--- src/rtl/mlr_pkg.sv ---
// Shared definitions for the midpoint line rasterizer.
// Request command codes and the result control bundle; no dependencies.
package mlr_pkg;

  localparam logic CMD_START = 1'b0;
  localparam logic CMD_STEP  = 1'b1;

  typedef struct packed {
    logic emit;   // this request produces a pixel
    logic last;   // the pixel is the line's second endpoint
  } mlr_res_t;

endpackage

--- src/rtl/mlr_in_reg.sv ---
// Input register stage: captures one request per cycle from the slave side while empty or while advance is high.
// Depends on nothing; the command sits in tuser, endpoints and colour in tdata.
module mlr_in_reg #(
  parameter int DATA_W = 80
) (
  input  logic              clk,
  input  logic              rst_n,
  input  logic              in_tvalid,
  output logic              in_tready,
  input  logic              in_tuser,
  input  logic [DATA_W-1:0] in_tdata,
  input  logic              advance,
  output logic              valid_r,
  output logic              cmd_r,
  output logic [DATA_W-1:0] data_r
);

  logic valid_nxt;
  logic take;

  assign in_tready = !valid_r || advance;
  assign take      = in_tvalid && in_tready;

  always_comb begin
    valid_nxt = valid_r;
    if (take) begin
      valid_nxt = 1'b1;
    end else if (advance) begin
      valid_nxt = 1'b0;
    end
  end

  always_ff @(posedge clk) begin
    if (!rst_n) begin
      valid_r <= 1'b0;
    end else begin
      valid_r <= valid_nxt;
    end
  end

  always_ff @(posedge clk) begin
    if (take) begin
      cmd_r  <= in_tuser;
      data_r <= in_tdata;
    end
  end

endmodule

--- src/rtl/mlr_core.sv ---
// Line state and the per-request setup / step arithmetic.
// Uses mlr_pkg for command codes and the result control struct.
module mlr_core #(
  parameter int COORD_BITS = 12
) (
  input  logic                  clk,
  input  logic                  rst_n,
  input  logic                  fire,
  input  logic                  cmd,
  input  logic [COORD_BITS-1:0] start_x,
  input  logic [COORD_BITS-1:0] start_y,
  input  logic [COORD_BITS-1:0] end_x,
  input  logic [COORD_BITS-1:0] end_y,
  input  logic [31:0]           colour_in,
  output logic [COORD_BITS-1:0] pix_x,
  output logic [COORD_BITS-1:0] pix_y,
  output logic [31:0]           pix_colour,
  output mlr_pkg::mlr_res_t     res
);

  localparam int DLW = COORD_BITS + 1;  // absolute extent
  localparam int DW  = COORD_BITS + 3;  // doubled decision value

  logic [COORD_BITS-1:0] cur_x_r, cur_y_r, tgt_x_r, tgt_y_r;
  logic [COORD_BITS-1:0] cur_x_nxt, cur_y_nxt, tgt_x_nxt, tgt_y_nxt;
  logic [DW-1:0]         dec_r, dec_nxt;
  logic [DLW-1:0]        maj_r, min_r, maj_nxt, min_nxt;
  logic                  xneg_r, yneg_r, ymaj_r;
  logic                  xneg_nxt, yneg_nxt, ymaj_nxt;
  logic                  active_r, active_nxt;
  logic [31:0]           colour_r, colour_nxt;

  // setup
  logic [DLW-1:0] dx, dy, ax, ay, s_maj, s_min;
  logic           s_ymaj;
  // step
  logic [COORD_BITS-1:0] mv_x, mv_y;
  logic                  dec_pos;
  logic [DW-1:0]         min2, maj2;

  assign dx     = {1'b0, end_x} - {1'b0, start_x};
  assign dy     = {1'b0, end_y} - {1'b0, start_y};
  assign ax     = dx[DLW-1] ? (~dx + 1'b1) : dx;
  assign ay     = dy[DLW-1] ? (~dy + 1'b1) : dy;
  assign s_ymaj = ay > ax;
  assign s_maj  = s_ymaj ? ay : ax;
  assign s_min  = s_ymaj ? ax : ay;

  assign mv_x    = xneg_r ? cur_x_r - 1'b1 : cur_x_r + 1'b1;
  assign mv_y    = yneg_r ? cur_y_r - 1'b1 : cur_y_r + 1'b1;
  assign dec_pos = !dec_r[DW-1] && (dec_r != '0);
  assign min2    = {1'b0, min_r, 1'b0};
  assign maj2    = {1'b0, maj_r, 1'b0};

  always_comb begin
    cur_x_nxt  = cur_x_r;
    cur_y_nxt  = cur_y_r;
    tgt_x_nxt  = tgt_x_r;
    tgt_y_nxt  = tgt_y_r;
    dec_nxt    = dec_r;
    maj_nxt    = maj_r;
    min_nxt    = min_r;
    xneg_nxt   = xneg_r;
    yneg_nxt   = yneg_r;
    ymaj_nxt   = ymaj_r;
    active_nxt = active_r;
    colour_nxt = colour_r;
    res.emit   = 1'b0;
    if (fire) begin
      if (cmd == mlr_pkg::CMD_START) begin
        cur_x_nxt  = start_x;
        cur_y_nxt  = start_y;
        tgt_x_nxt  = end_x;
        tgt_y_nxt  = end_y;
        colour_nxt = colour_in;
        xneg_nxt   = dx[DLW-1];
        yneg_nxt   = dy[DLW-1];
        ymaj_nxt   = s_ymaj;
        maj_nxt    = s_maj;
        min_nxt    = s_min;
        dec_nxt    = {1'b0, s_min, 1'b0} - {2'b00, s_maj};
        active_nxt = s_maj != '0;
        res.emit   = 1'b1;
      end else if (active_r) begin
        if (ymaj_r) begin
          cur_y_nxt  = mv_y;
          cur_x_nxt  = dec_pos ? mv_x : cur_x_r;
          active_nxt = mv_y != tgt_y_r;
        end else begin
          cur_x_nxt  = mv_x;
          cur_y_nxt  = dec_pos ? mv_y : cur_y_r;
          active_nxt = mv_x != tgt_x_r;
        end
        dec_nxt  = dec_pos ? dec_r + min2 - maj2 : dec_r + min2;
        res.emit = 1'b1;
      end
    end
    res.last = !active_nxt;
  end

  assign pix_x      = cur_x_nxt;
  assign pix_y      = cur_y_nxt;
  assign pix_colour = colour_nxt;

  always_ff @(posedge clk) begin
    if (!rst_n) begin
      active_r <= 1'b0;
    end else begin
      active_r <= active_nxt;
    end
  end

  always_ff @(posedge clk) begin
    cur_x_r  <= cur_x_nxt;
    cur_y_r  <= cur_y_nxt;
    tgt_x_r  <= tgt_x_nxt;
    tgt_y_r  <= tgt_y_nxt;
    dec_r    <= dec_nxt;
    maj_r    <= maj_nxt;
    min_r    <= min_nxt;
    xneg_r   <= xneg_nxt;
    yneg_r   <= yneg_nxt;
    ymaj_r   <= ymaj_nxt;
    colour_r <= colour_nxt;
  end

endmodule

--- src/rtl/mlr_out_reg.sv ---
// Result register on the master side; holds a pixel until it is taken.
// Uses mlr_pkg for the result control struct.
module mlr_out_reg #(
  parameter int DATA_W = 56
) (
  input  logic              clk,
  input  logic              rst_n,
  input  logic              fire,
  input  mlr_pkg::mlr_res_t res,
  input  logic [DATA_W-1:0] data,
  output logic              advance,
  output logic              out_tvalid,
  input  logic              out_tready,
  output logic [DATA_W-1:0] out_tdata,
  output logic              out_tlast
);

  logic valid_r, valid_nxt;
  logic load;

  assign advance    = !valid_r || out_tready;
  assign load       = fire && res.emit;
  assign out_tvalid = valid_r;

  always_comb begin
    valid_nxt = valid_r;
    if (load) begin
      valid_nxt = 1'b1;
    end else if (out_tready) begin
      valid_nxt = 1'b0;
    end
  end

  always_ff @(posedge clk) begin
    if (!rst_n) begin
      valid_r <= 1'b0;
    end else begin
      valid_r <= valid_nxt;
    end
  end

  always_ff @(posedge clk) begin
    if (load) begin
      out_tdata <= data;
      out_tlast <= res.last;
    end
  end

endmodule

--- src/rtl/midpoint_line_rasterizer.sv ---
// Midpoint line rasterizer top level: input register, line core, result register.
// Depends on mlr_pkg, mlr_in_reg, mlr_core and mlr_out_reg.
//
//  channel | dir | tuser   | tdata (low bit up)                          | tlast
//  in_     | in  | command | start_x, start_y, end_x, end_y, colour_in  | -
//  out_    | out | -       | pixel_x, pixel_y, pixel_colour              | last
//
// One request per cycle unless out_ stalls; a request passes the input register, then the result register, to out_.
// Start and step work is one pass of add/compare logic between the two registers.
// rst_n (synchronous) clears the line-active flag and both valid flags.
// A stalled result holds the core; the input register still takes one more request if it is empty.
module midpoint_line_rasterizer #(
  parameter int COORD_BITS = 12
) (
  input  logic clk,
  input  logic rst_n,
  input  logic in_tvalid,
  output logic in_tready,
  input  logic in_tuser,  // command
  input  logic [((4*COORD_BITS+32+7)/8)*8-1:0] in_tdata,
    // start_x, start_y, end_x, end_y, colour_in, zero fill
  output logic out_tvalid,
  input  logic out_tready,
  output logic [((2*COORD_BITS+32+7)/8)*8-1:0] out_tdata,
    // pixel_x, pixel_y, pixel_colour, zero fill
  output logic out_tlast
);

  localparam int C       = COORD_BITS;
  localparam int IN_W    = ((4*COORD_BITS+32+7)/8)*8;
  localparam int OUT_W   = ((2*COORD_BITS+32+7)/8)*8;

  logic              advance, fire;
  logic              req_valid, req_cmd;
  logic [IN_W-1:0]   req_data;
  logic [C-1:0]      pix_x, pix_y;
  logic [31:0]       pix_colour;
  logic [OUT_W-1:0]  pix_data;
  mlr_pkg::mlr_res_t res;

  mlr_in_reg #(.DATA_W(IN_W)) u_in (
    .clk       (clk),
    .rst_n     (rst_n),
    .in_tvalid (in_tvalid),
    .in_tready (in_tready),
    .in_tuser  (in_tuser),
    .in_tdata  (in_tdata),
    .advance   (advance),
    .valid_r   (req_valid),
    .cmd_r     (req_cmd),
    .data_r    (req_data)
  );

  assign fire = req_valid && advance;

  mlr_core #(.COORD_BITS(C)) u_core (
    .clk        (clk),
    .rst_n      (rst_n),
    .fire       (fire),
    .cmd        (req_cmd),
    .start_x    (req_data[C-1:0]),
    .start_y    (req_data[2*C-1:C]),
    .end_x      (req_data[3*C-1:2*C]),
    .end_y      (req_data[4*C-1:3*C]),
    .colour_in  (req_data[4*C+31:4*C]),
    .pix_x      (pix_x),
    .pix_y      (pix_y),
    .pix_colour (pix_colour),
    .res        (res)
  );

  assign pix_data = OUT_W'({pix_colour, pix_y, pix_x});

  mlr_out_reg #(.DATA_W(OUT_W)) u_out (
    .clk        (clk),
    .rst_n      (rst_n),
    .fire       (fire),
    .res        (res),
    .data       (pix_data),
    .advance    (advance),
    .out_tvalid (out_tvalid),
    .out_tready (out_tready),
    .out_tdata  (out_tdata),
    .out_tlast  (out_tlast)
  );

endmodule

--- config.mk ---
export PLATFORM = sky130hd
export DESIGN_NAME = midpoint_line_rasterizer
export DESIGN_NICKNAME = d
export VERILOG_FILES = /design/src/rtl/mlr_pkg.sv /design/src/rtl/mlr_in_reg.sv /design/src/rtl/mlr_core.sv /design/src/rtl/mlr_out_reg.sv /design/src/rtl/midpoint_line_rasterizer.sv
export SDC_FILE = /design/constraint.sdc
export NUM_CORES = 1
export LEC_CHECK = 0
export BUFFER_PORTS_ARGS = -buffer_cell sky130_fd_sc_hd__buf_2
export CORE_MARGIN = 2
export CORE_UTILIZATION = 60
export CTS_BUF_LIST = sky130_fd_sc_hd__clkbuf_2 sky130_fd_sc_hd__clkbuf_4 sky130_fd_sc_hd__clkbuf_8
export DETAILED_ROUTE_END_ITERATION = 12
export PLACE_DENSITY = 0.81
export SYNTH_ARGS = -nofsm -noshare
export SYNTH_HDL_FRONTEND = slang
export SYNTH_SLANG_ARGS = --single-unit
--- constraint.sdc ---
create_clock -name clk -period 8.6 [get_ports clk]
set_input_delay 1.72 -clock clk [delete_from_list [all_inputs] [get_ports clk]]
set_output_delay 1.72 -clock clk [all_outputs]
set_load 0.05 [all_outputs]
# [Word-level counts from Yosys, hierarchy flattened]
# Cells that the tools add are included.
[totals] register_bits=265 in_bits=85 output_inout_bits=59 wordCells=84
[classes] addsub=11 magnitude_cmp=1 eq_ne=3 n_mux=32 bitwise_logic=3 n_reduce_logical=16
[op_table] operator="two-way mux 12 bit" count=12
[op_table] operator="two-way mux 32 bit" count=2
[op_table] operator="two-way mux 13 bit" count=4
[op_table] operator="two-way mux 15 bit" count=3
[op_table] operator="adder 13 x 1 -> 13 bit, second input constant" count=2
[op_table] operator="NOT 13 bit" count=2
[op_table] operator="subtractor 12 x 12 -> 13 bit" count=2
[op_table] operator="adder 12 x 1 -> 12 bit, second input constant" count=2
[op_table] operator="!= test 12 bit" count=2
[op_table] operator="subtractor 12 x 1 -> 12 bit, second input constant" count=2
[op_table] operator="adder 15 x 14 -> 15 bit" count=1
[op_table] operator="nonzero test 15 bit" count=1
[op_table] operator="subtractor 14 x 13 -> 15 bit" count=1
[op_table] operator="subtractor 15 x 14 -> 15 bit" count=1
[op_table] operator="> comparator 13 bit" count=1
[op_table] operator="nonzero test 13 bit" count=1
[op_table] operator="two-way mux 1 bit" count=11
[op_table] operator="logical AND 1 bit" count=4
[op_table] operator="zero test 1 bit" count=4
[op_table] operator="AND reduction 2 bit" count=2
[op_table] operator="nonzero test 2 bit" count=2
[op_table] operator="logical OR 1 bit" count=2
[op_table] operator="!= test 2 x 1 -> 1 bit, second input constant" count=1
[op_table] operator="NOT 1 bit" count=1

# [Longest topological paths before layout]
# Gate-level depths: netlist of the first run.
[depth] word_depth=10 ltp_mapped=32 depth_no_buf=31

# [Modules after synthesis]
# Synthesis of the first run repeated with hierarchy kept, for this count alone.
[unflattened] hier_cells=1292 area_unflattened_um2=14133.6
[by_module_without_submodules] mod="mlr_core" instances=1 cells_per_inst=1143 area_each_um2=9873.2 seq_area_each_um2=3183.1
[by_module_without_submodules] mod="mlr_in_reg" instances=1 cells_per_inst=86 area_each_um2=2489.9 seq_area_each_um2=2452.4
[by_module_without_submodules] mod="mlr_out_reg" instances=1 cells_per_inst=62 area_each_um2=1764.2 seq_area_each_um2=1731.7
[by_module_without_submodules] mod="midpoint_line_rasterizer" instances=1 cells_per_inst=1 area_each_um2=6.3 seq_area_each_um2=0.0

# [Least setup slack after synthesis of the first run]
# Ideal clock, no wire load.
[synth_path] path_type="register to register" from="reg u_in.data_r[0]" to="reg u_core.dec_r[14] (data pin)" setup_time_ns=0.130 t_arrival_ns=6.799 t_required_ns=8.470 setup_slack_ns=1.671 path_stages_with_launch=31 path_buffers=2 synth_period_minus_slack_ns=6.929 path_cell_list="edfxtp_1 -> ha_1 -> fa_1 -> nand2b_1 -> a21o_1 -> a211oi_1 -> nand2_1 -> nor2_1 -> and4b_1 -> nor2_1 -> xor2_1 -> ha_1 -> a211oi_1 -> nand2_1 -> o41ai_1 -> or2_2 -> buf_4 -> clkinv_1 -> clkbuf_1 -> o21a_1 -> fa_1 -> a21o_1 -> a21oi_1 -> o21bai_1 -> a21oi_1 -> o21a_1 -> o21ai_0 -> a211oi_1 -> nor2_1 -> a2111oi_0 -> a21o_1"
[synth_between] elab_chain_len=8 elab_cells_between_ends=9 cone_classes="3 x add/sub; 1 x order compare; 4 x mux; 1 x bitwise"
[synth_lines] element="from (decl)" line_no="mlr_in_reg.sv:15" rtl="output logic [DATA_W-1:0] data_r"
[synth_lines] element="from (signal assigned)" line_no="mlr_in_reg.sv:44" rtl="data_r <= in_tdata;"
[synth_lines] element="subtractor 12 x 12 -> 13 bit *" line_no="mlr_core.sv:41" rtl="assign dx = {1'b0, end_x} - {1'b0, start_x};"
[synth_lines] element="NOT 13 bit" line_no="mlr_core.sv:43" rtl="assign ax = dx[DLW-1] ? (~dx + 1'b1) : dx;"
[synth_lines] element="adder 13 x 1 -> 13 bit" line_no="mlr_core.sv:43"
[synth_lines] element="two-way mux 13 bit *" line_no="mlr_core.sv:43"
[synth_lines] element="> comparator 13 bit" line_no="mlr_core.sv:45" rtl="assign s_ymaj = ay > ax;"
[synth_lines] element="two-way mux 13 bit, on equally long branches" line_no="mlr_core.sv:47, mlr_core.sv:46"
[synth_lines] element="subtractor 14 x 13 -> 15 bit *" line_no="mlr_core.sv:81" rtl="dec_nxt = {1'b0, s_min, 1'b0} - {2'b00, s_maj};"
[synth_lines] element="two-way mux 15 bit *" line_no="mlr_core.sv:70" rtl="if (cmd == mlr_pkg::CMD_START) begin"
[synth_lines] element="to (signal assigned)" line_no="mlr_core.sv:118" rtl="dec_r <= dec_nxt;"
[synth_lines] element="to (decl)" line_no="mlr_core.sv:26" rtl="logic [DW-1:0] dec_r, dec_nxt;"
# Mark *: on every way between the ends. The rest lies on a longest branch, timed or not.
# A chain may end at the register's enable or synchronous reset.

# [Final worst setup path of the first run]
[layout_path] from="reg u_in.data_r[26]" to="reg u_core.dec_r[14] (data pin)"
# Same word-level chain as after synthesis.

==> summary.md, run 1 <==
| Metric | Value |
|---|---|
| Vias in the first global route | 10.62k |
| CP Class | reg2reg |
| Most frequent cells in the layout | edfxtp_1 (206), nand2_1 (167), buf_2 (143) |
| Period utilization | 88.27% |
| GP Congestion | 0.9256 |
| First-pass GRT wire length | 51.99 mm |
| DIE AREA | 25060 um2 |
| Rows | 56 |
| Distinct cells, synth | 79 |
| Syn avg cell area | 10.74 um2 |
| Total congestion overflow | 0 |
| Starting Density | 61.05% |
| Routed Antenna Nets | 0 |
| Max-slew violations | 0 |
| Htree depth | 2 |
| Hold Crit Start | u_core.colour_r[28]$_DFF_P_ |
| Io pins | 144 |
| PortBufs | 143 |
| Leak | 6.700 nW |
| RSZ-0062 raised after global routing | false |
| Worst setup path startpoint | u_in.data_r[26]$_DFFE_PP_ |
| Vias per std cell | 5.838 |
| Syn-to-layout area delta | 13.57% |
| Initial DRC count | 978 |
| Max incr delay on CP | 520 ps |
| Met3 Routed Length | 1.957 mm |
| Global router's overall resource usage | 26.32% |
| Final hold violation count | 0 |
| Vias | 10.74k |
| Reg2reg start | u_in.data_r[26]$_DFFE_PP_ |
| Die height | 158.3 um |
| Remaining DRCs | 0 |
| CTS Buffer Depth | 3 |
| Ratio of cells with drive above 1 in the final layout | 17.05% |
| Setup TNS | 0 ps |
| Crit end category | flop |
| HP Class | reg2reg |
| Seq/Total Area, Yosys | 51.56% |
| Commonest non-fill, non-tap cell in the layout | edfxtp_1 |
| PwrDens | 332.9 nW/um2 |
| DP HPWL | 23.09 mm |
| Area leader, netlist | edfxtp_1 |
| Hold Buf Count CTS | 0 |
| Pin count of the biggest net entering global routing | 70 |
| Post-CTS Setup Bufs | 0 |
| Critical Path AT | 8020 ps |
| Post-synthesis cell count | 1330 |
| Post-synth top flop | edfxtp_1 |
| Syn Nets | 1519 |
| Final wirelength | 32.48 mm |
| Worst-path maximum fanout | 29 |
| Clock transition at path regs | 60 ps |
| Relative slew slack | 29.24% |
| Total CTS buffers | 42 |
| Setup crit start kind | flop |
| Initial antenna violation count | 0 |
| Post-synth top area share | 43.30% |
| Clock sink count | 265 |
| Clock network latency to the later pin of the worst-skew pair | 560 ps |
| Metal2 WL | 15.51 mm |
| Non-Filler Instances | 1839 |
| Peak VDD IR | 208.4 uV |
| Post-synth EDFFs | 206 |
| Slew @ Worst Pin | 1059 ps |
| Routed met1 length | 14.12 mm |
| Largest cells by area after synthesis | edfxtp_1 (43%), ha_1 (8.5%), dfxtp_1 (8.3%), nand2_1 (4.4%), xnor2_1 (3.7%) |
| Async SR Flop Fraction | 0% |
| Worst endpoint required time | 9030 ps |
| Fin crit period | 7591 ps |
| Core box area | 23400 um2 |
| Root Driver | clkbuf_8 |
| Synthesis-stage register bit count | 265 |
| CTS tree | yes |
| Nets | 1674 |
| Outcome | complete, no violations |
| Post-Place Cells | 1760 |
| Fmax | 131.7 MHz |
| Final Skew | 16.68 ps |
| Wire length per cell | 17.66 um |
| Top Layer Used | met4 |
| Critical-path top delay cell | a221oi_1 |
| Syn. warnings | 0 |
| Final setup vio count | 0 |
| Max-Cap Viols | 0 |
| Pre-Repair DR Iteration Count | 5 |
| Die width | 158.3 um |
| Synthesized area | 14290 um2 |
## logic make-up (layout without fill, tap and decap cells)
| logic type | Yosys count | count (layout) | synth area share, % |
|---|---|---|---|
| buffers and inverters | 127 | 316 | 3.450 |
| other | 0 | 1 | 0 |
| adder cells (fa/ha/maj) | 104 | 104 | 9.475 |
| flip-flops | 265 | 265 | 51.56 |
| multiplexers | 14 | 14 | 1.025 |
| XOR/XNOR | 107 | 107 | 6.656 |
| AND/OR/NAND/NOR | 380 | 380 | 12.51 |
| AO/OA/AOI/OAI | 333 | 333 | 15.32 |
## critical path: cells and delay by family, from the launching register on
kind,cells,cell delay (ps)
compound gates,15,3870
fa+ha+maj,3,1110
simple gates,6,1080
flops,1,390
buf+inv,2,370
mux,1,350
xor+xnor,1,280
## Yosys cell counts (4+ instances only)
cell type  instances
nand2_1          167
o22ai_1           45
o31a_1             4
dfxtp_1           59
nor3b_1            5
a41oi_1            4
a2111oi_0          4
mux2i_1            9
fa_1               7
o21ai_0           40
nor2b_1           10
or2_2              4
nor2_1            77
buf_1              5
and3_1             5
inv_1             82
a31oi_1           22
a211oi_1          14
nand4_1           10
o31ai_1            6
nand2b_1          12
and4_1             6
nor4_1             7
a21oi_1          102
ha_1              97
o211ai_1           7
a21o_1            20
nand3_1           22
xnor2_1           61
edfxtp_1         206
o21a_1            14
clkbuf_1          34
mux2_2             5
o21bai_1           7
or3_1             10
xor2_1            45
nor3_1            22
## layout make-up
cell class	instances	area [um2]
antenna	1	2.502
clock buffer	67	784.5
clock inverter	11	96.34
fill	1756	7176
inverter	84	316.6
multi-input combinational	938	6462
sequential	265	7367
tap	319	399.1
timing repair buffer	154	798.3
## per-layer routing
metal | vias to the layer above | track usage, %
met5 | - | 0
met4 | 0 | 9.738
met3 | 74 | 5.253
met2 | 352 | 43.77
met1 | 5089 | 34.41
li1 | 5221 | -
## worst paths after layout
path,to,slack [ps],cells after the start
hold reg to reg,u_core.colour_r[28]$_DFF_P_,440,2
setup reg to reg,u_core.dec_r[14]$_DFFE_PP_,1010,28
hold / removal,u_core.colour_r[28]$_DFF_P_,440,2
setup / recovery,u_core.dec_r[14]$_DFFE_PP_,1010,28
## state kept, by name (all words and copies together) (netlist names)
name and cells:
u_core.yneg_r 1, u_core.dec_r 15, u_out.out_tdata 56, u_core.maj_r 13, u_in.valid_r 1, u_core.ymaj_r 1
u_out.out_tlast 1, u_core.tgt_y_r 12, u_core.xneg_r 1, u_core.cur_x_r 12, u_core.tgt_x_r 12, u_out.out_tvalid 1
u_core.cur_y_r 12, u_core.active_r 1, u_core.min_r 13, u_in.data_r 80, u_core.colour_r 32, u_in.cmd_r 1
## report_power, final
part,internal [mW],switching (mW),total (mW)
logic,1.08,1.53,2.61
registers,1.61,0.0710,1.68
clock network,0.616,0.490,1.11
total,3.31,2.10,5.40
## repair_timing
item                                    CTS  global route
endpoints found under the hold margin     0             0
gates resized for setup                   0             1
endpoints found under the setup margin    0             1
## through the flow
| stage | hold slack [ps] | utilization (%) | total power, mW | setup WS, ps | area (um2) |
|---|---|---|---|---|---|
| finish | 443.3 | 69.34 | 5.402 | 1009 | 16230 |
| global route | 462.3 | 69.33 | 5.782 | 182.6 | 16220 |
| CTS | 446.4 | 69.32 | 5.396 | 956.7 | 16220 |
| detailed placement | 432.7 | 65.55 | 4.271 | 1043 | 15340 |
| global placement | 423.1 | 65.55 | 4.184 | 1391 | 15340 |
| floorplan | 414.3 | - | 3.731 | 1671 | 14290 |
Power figures use the tool's default switching activity.
==> run 2: changes to the inputs <==
--- a/config.mk
+++ b/config.mk
@@ -11,6 +11,7 @@
 export CTS_BUF_LIST = sky130_fd_sc_hd__clkbuf_2 sky130_fd_sc_hd__clkbuf_4 sky130_fd_sc_hd__clkbuf_8
 export DETAILED_ROUTE_END_ITERATION = 12
 export PLACE_DENSITY = 0.81
+export RECOVER_POWER = 25
 export SYNTH_ARGS = -nofsm -noshare
 export SYNTH_HDL_FRONTEND = slang
 export SYNTH_SLANG_ARGS = --single-unit
==> run 2 against run 1 <==
  * The run now ends with capacitance limit, slew limit left
  * Via count barely moved
  * Critical endpoint unchanged
  * First-iteration DRC count rose by 1.0%
  * Final area fell by 0.18%
  * Critical path depth did not move
  * Sequential power barely moved
  * Core utilization fell by 0.12 points
  * Clock skew barely moved
==> summary.md, run 2 (synthesis results as in run 1) <==
| Metric | Value |
|---|---|
| Remaining DRCs | 0 |
| Wire length per cell | 17.67 um |
| Core box area | 23400 um2 |
| Reg2reg start | u_in.data_r[26]$_DFFE_PP_ |
| Slew @ Worst Pin | 3069 ps |
| Clock sink count | 265 |
| Setup crit start kind | flop |
| Clock transition at path regs | 60 ps |
| PwrDens | 333.7 nW/um2 |
| Worst endpoint required time | 9030 ps |
| Leak | 6.685 nW |
| HP Class | reg2reg |
| CTS tree | yes |
| Worst R2R Setup Slack | 1040 ps |
| Syn-to-layout area delta | 13.37% |
| Critical-path top delay cell | a221oi_1 |
| Pin count of the biggest net entering global routing | 70 |
| Post-CTS Setup Bufs | 0 |
| Max-slew violations | 27 |
| Max FFs per register | 80 |
| Pre-Repair DR Iteration Count | 7 |
| CP Class | reg2reg |
| Worst-case reg-to-reg path depth | 28 |
| Critical R2R Capture | u_core.dec_r[14]$_DFFE_PP_ |
| Failing checks | capacitance limit, slew limit |
| Initial DRC count | 988 |
| Critical Path AT | 8000 ps |
| Crit end category | flop |
| Commonest non-fill, non-tap cell in the layout | edfxtp_1 |
| Vias per std cell | 5.841 |
| Post-Place Cells | 1760 |
| Non-Filler Instances | 1839 |
| Relative slew slack | -104.6% |
| CTS Buffer Depth | 3 |
| Initial antenna violation count | 0 |
| Total CTS buffers | 42 |
| Sequential cell area | 7367 um2 |
| Period utilization | 87.95% |
| Rows | 56 |
| Outcome | finished with violations |
| PortBufs | 143 |
| Starting Density | 61.05% |
| Most frequent cells in the layout | edfxtp_1 (206), nand2_1 (167), buf_2 (138) |
| Hold Crit Start | u_core.colour_r[28]$_DFF_P_ |
| Nets | 1674 |
| Hold Buf Count CTS | 0 |
| Htree depth | 2 |
| Most flops, register | u_in.data_r |
| Final Skew | 16.21 ps |
| Peak VDD IR | 208.0 uV |
| Routed Antenna Nets | 0 |
| First-pass GRT wire length | 51.99 mm |
| RSZ-0062 raised after global routing | false |
| Clock network latency to the later pin of the worst-skew pair | 560 ps |
| Final wirelength | 32.49 mm |
| Die height | 158.3 um |
| Max incr delay on CP | 520 ps |
| Setup TNS | 0 ps |
| Worst-path maximum fanout | 29 |
| Vias | 10.74k |
| Ratio of cells with drive above 1 in the final layout | 16.52% |
| Multi-input logic area | 6440 um2 |
| Io pins | 144 |
| Max-Cap Viols | 1 |
| Total congestion overflow | 0 |
| Worst Hold Depth | 2 |
| Final setup vio count | 0 |
| Largest regs | u_in.data_r: 80 flops, u_out.out_tdata: 56 flops, u_core.colour_r: 32 flops |
| # fillers | 1760 |
| Fin crit period | 7563 ps |
| Die width | 158.3 um |
| Hold Path End | u_core.colour_r[28]$_DFF_P_ |
| DP HPWL | 23.09 mm |
| DIE AREA | 25060 um2 |
| GP Congestion | 0.9256 |
| Root Driver | clkbuf_8 |
| Fmax | 132.2 MHz |
| Vias in the first global route | 10.62k |
| Global router's overall resource usage | 26.32% |
| Final hold violation count | 0 |
-- run 2: cell count changes in the layout (fill, tap and decap cells not counted), sizes merged --
| cell | change |
|---|---|
| clkbuf | +5 |
| buf | -5 |
-- run 2: worst max-delay path, delay by kind of cell, from the launching register on --
| kind | cells | cell delay (ps) |
|---|---|---|
| xor gates and xnor gates | 1 | 270 |
| DFF | 1 | 400 |
| muxes | 1 | 350 |
| and+or+nand+nor | 6 | 1090 |
| adders and majority gates | 3 | 1110 |
| AOI/OAI and AO/OA | 15 | 3850 |
| buffers and inverters | 2 | 370 |
-- run 2: cell type report --
class / instances / area share, %
antenna: 1 / 0.01545
clock buffer: 67 / 4.843
clock inverter: 11 / 0.5948
inverter: 84 / 1.954
multi-input combinational: 938 / 39.76
sequential: 265 / 45.48
tap: 319 / 2.464
timing repair buffer: 154 / 4.890
-- run 2: how the worst max path moves through the flow --
| stage | start | slack (ps) | endpoint | depth (start not counted) |
|---|---|---|---|---|
| after floorplan | u_in.data_r[0]$_DFFE_PP_ | 1670 | u_core.dec_r[14]$_DFFE_PP_ | 30 |
| after global placement | u_in.data_r[0]$_DFFE_PP_ | 1390 | u_core.dec_r[14]$_DFFE_PP_ | 29 |
| after detailed placement | u_in.data_r[26]$_DFFE_PP_ | 1040 | u_core.dec_r[14]$_DFFE_PP_ | 28 |
| after CTS | u_in.data_r[26]$_DFFE_PP_ | 960 | u_core.dec_r[14]$_DFFE_PP_ | 28 |
| after global routing | u_in.data_r[26]$_DFFE_PP_ | 180 | u_core.dec_r[14]$_DFFE_PP_ | 28 |
| final | u_in.data_r[26]$_DFFE_PP_ | 1040 | u_core.dec_r[14]$_DFFE_PP_ | 28 |
-- run 2: power by group --
group          switching (mW)  leakage (nW)  internal [mW]  total (mW)
registers              0.0709          2.45           1.61        1.68
logic                    1.54          3.77           1.08        2.62
clock network           0.492         0.472          0.616        1.11
-- run 2: what timing repair did --
action,CTS,global route
resized for setup,0,1
endpoints found under the hold margin,0,0
endpoints found under the setup margin,0,1
-- run 2: per-stage QoR --
step	setup WS [ps]	instance area, um2	power (mW)	utilization, %	hold WS (ps)
finish	1037	16200	5.405	69.22	443.0
floorplan	1671	14290	3.731	-	414.3
CTS	956.7	16220	5.396	69.32	446.4
global route	182.6	16200	5.781	69.20	462.3
detailed placement	1043	15340	4.271	65.55	432.7
global placement	1391	15340	4.184	65.55	423.1
-- run 2: per-layer routing --
| layer | up-vias | wire length [um] | track usage [%] |
|---|---|---|---|
| li1 | 5224 | - | - |
| met1 | 5078 | 14210 | 34.41 |
| met2 | 363 | 15500 | 43.77 |
| met3 | 76 | 1878 | 5.253 |
| met4 | 0 | 901 | 9.738 |
| met5 | - | 0 | 0 |
==> run 3: changes to the inputs <==
==> constraint.sdc (replaced) <==
create_clock -name clk -period 8.8 [get_ports clk]
set_input_delay 1.76 -clock clk [delete_from_list [all_inputs] [get_ports clk]]
set_output_delay 1.76 -clock clk [all_outputs]
set_load 0.05 [all_outputs]
==> run 3 against run 2 <==
  * The flow still finishes with violations (capacitance limit, slew limit)
  * Power fell by 2.1%
  * Global-route usage rose by 0.50 points
  * Non-clock buffer count unchanged
  * Routed wire length up 2.3%
  * First-iteration DRC count decreased by 5.3%
  * Fmax decreased by 1.2%
  * Core utilization is essentially flat
  * Critical endpoint unchanged
  * Highest routed layer unchanged
==> summary.md, run 3 (synthesis results as in run 1) <==
| Metric | Value |
|---|---|
| Relative slew slack | -102.3% |
| Final wirelength | 33.23 mm |
| Fmax | 130.6 MHz |
| Die height | 158.3 um |
| Slew @ Worst Pin | 3035 ps |
| Hold Buf Count CTS | 0 |
| Layout Utilization | 69.24% |
| DIE AREA | 25060 um2 |
| Pin count of the biggest net entering global routing | 70 |
| Io pins | 144 |
| Setup crit start kind | flop |
| Fin crit period | 7655 ps |
| Leak | 6.684 nW |
| Total CTS buffers | 44 |
| Die width | 158.3 um |
| Vias | 10.88k |
| Worst endpoint required time | 9240 ps |
| Global router's overall resource usage | 26.83% |
| Largest regs | u_in.data_r: 80 flops, u_out.out_tdata: 56 flops, u_core.colour_r: 32 flops |
| Root Driver | clkbuf_8 |
| RSZ-0062 raised after global routing | false |
| CTS Buffer Depth | 3 |
| DP HPWL | 23.50 mm |
| Max-slew violations | 27 |
| Peak VDD IR | 205.5 uV |
| Met2 Use GR | 45.63% |
| First-pass GRT wire length | 52.79 mm |
| Most frequent cells in the layout | edfxtp_1 (206), nand2_1 (167), buf_2 (139) |
| Vias per std cell | 5.908 |
| Post_cts resized | 0 |
| Met1 global-route usage | 34.24% |
| Setup ws final | 1145 ps |
| Crit end category | flop |
| Pre-CTS WS | 1326 ps |
| Syn-to-layout area delta | 13.41% |
| Final setup vio count | 0 |
| Post-CTS Setup Bufs | 0 |
| Worst R2R Setup Slack | 1140 ps |
| CTS tree | yes |
| GP Congestion | 0.9242 |
| PwrDens | 326.6 nW/um2 |
| Post-Place Cells | 1760 |
| Grt met3 use | 5.063% |
| Critical Path AT | 8090 ps |
| Post-DP Area | 15340 um2 |
| Final std cell area, no fill | 16200 um2 |
| GRT busiest layer | met2 |
| Period utilization | 86.99% |
| Max FFs per register | 80 |
| Clock network latency to the later pin of the worst-skew pair | 570 ps |
| Setup TNS | 0 ps |
| Outcome | finished with violations |
| Rows | 56 |
| Total congestion overflow | 0 |
| Failing checks | capacitance limit, slew limit |
| Final Skew | 36.92 ps |
| Non-Filler Instances | 1842 |
| Ratio of cells with drive above 1 in the final layout | 16.36% |
| Max-Cap Viols | 1 |
| HP Class | reg2reg |
| Starting Density | 61.05% |
| Max incr delay on CP | 500 ps |
| Commonest non-fill, non-tap cell in the layout | edfxtp_1 |
| Clock transition at path regs | 60 ps |
| Wire length per cell | 18.04 um |
| Most flops, register | u_in.data_r |
| Worst-path maximum fanout | 29 |
| CP Class | reg2reg |
| Vias in the first global route | 10.75k |
| Pre-Repair DR Iteration Count | 6 |
| Htree depth | 2 |
| Core box area | 23400 um2 |
| Routed Antenna Nets | 0 |
| Final hold violation count | 0 |
| Clock sink count | 265 |
| Initial antenna violation count | 0 |
| Critical-path top delay cell | a221oi_1 |
| Remaining DRCs | 0 |
| PortBufs | 143 |
| Nets | 1676 |
| Initial DRC count | 936 |
run 3: cell count changes in the layout (fill, tap and decap cells not counted), sizes merged:
cell / before / now
buf: 149 / 150
clkbuf: 72 / 65
clkinv: 9 / 18
run 3: final cells by class:
type / instances / area, um2
inverters: 84 / 316.6
well taps: 319 / 399.1
repair buffers: 154 / 793.3
fillers: 1788 / 7199
clock inverters: 20 / 135.1
diodes: 1 / 2.502
clock buffers: 61 / 752.0
flip-flops and latches: 265 / 7367
multi-input cells: 938 / 6437
run 3: per-stage QoR:
| stage | hold WS, ps | total power, mW |
|---|---|---|
| CTS | 447.8 | 5.284 |
| global route | 466.4 | 5.644 |
| floorplan | 414.3 | 3.647 |
| finish | 443.4 | 5.293 |
| detailed placement | 430.6 | 4.190 |
| global placement | 423.1 | 4.089 |
run 3: path summary, 6_finish.rpt:
kind / cells past startpoint / startpoint / to
min reg2reg: 2 / u_in.data_r[49]$_DFFE_PP_ / u_core.colour_r[1]$_DFF_P_
max reg2reg: 28 / u_in.data_r[27]$_DFFE_PP_ / u_core.dec_r[14]$_DFFE_PP_
min: 2 / u_in.data_r[49]$_DFFE_PP_ / u_core.colour_r[1]$_DFF_P_
max: 28 / u_in.data_r[27]$_DFFE_PP_ / u_core.dec_r[14]$_DFFE_PP_
run 3: worst max-delay path, delay by kind of cell, from the launching register on:
family                     cells  cell delay (ps)
DFF                            1              400
buffers and inverters          2              410
xor gates and xnor gates       1              250
muxes                          1              360
adders and majority gates      3             1120
and+or+nand+nor                6             1190
AOI/OAI and AO/OA             15             3790
run 3: power breakdown:
group	switching (mW)	leakage, nW	internal, mW
registers	0.0708	2.45	1.57
clock network	0.489	0.469	0.590
logic	1.52	3.77	1.05
run 3: layer usage:
layer | wire, um | vias to the layer above | part of all wire (%)
li1 | - | 5255 | -
met3 | 2055 | 78 | 6.2
met4 | 930 | 0 | 2.8
met2 | 16220 | 379 | 49
met5 | 0 | - | 0
met1 | 14020 | 5170 | 42
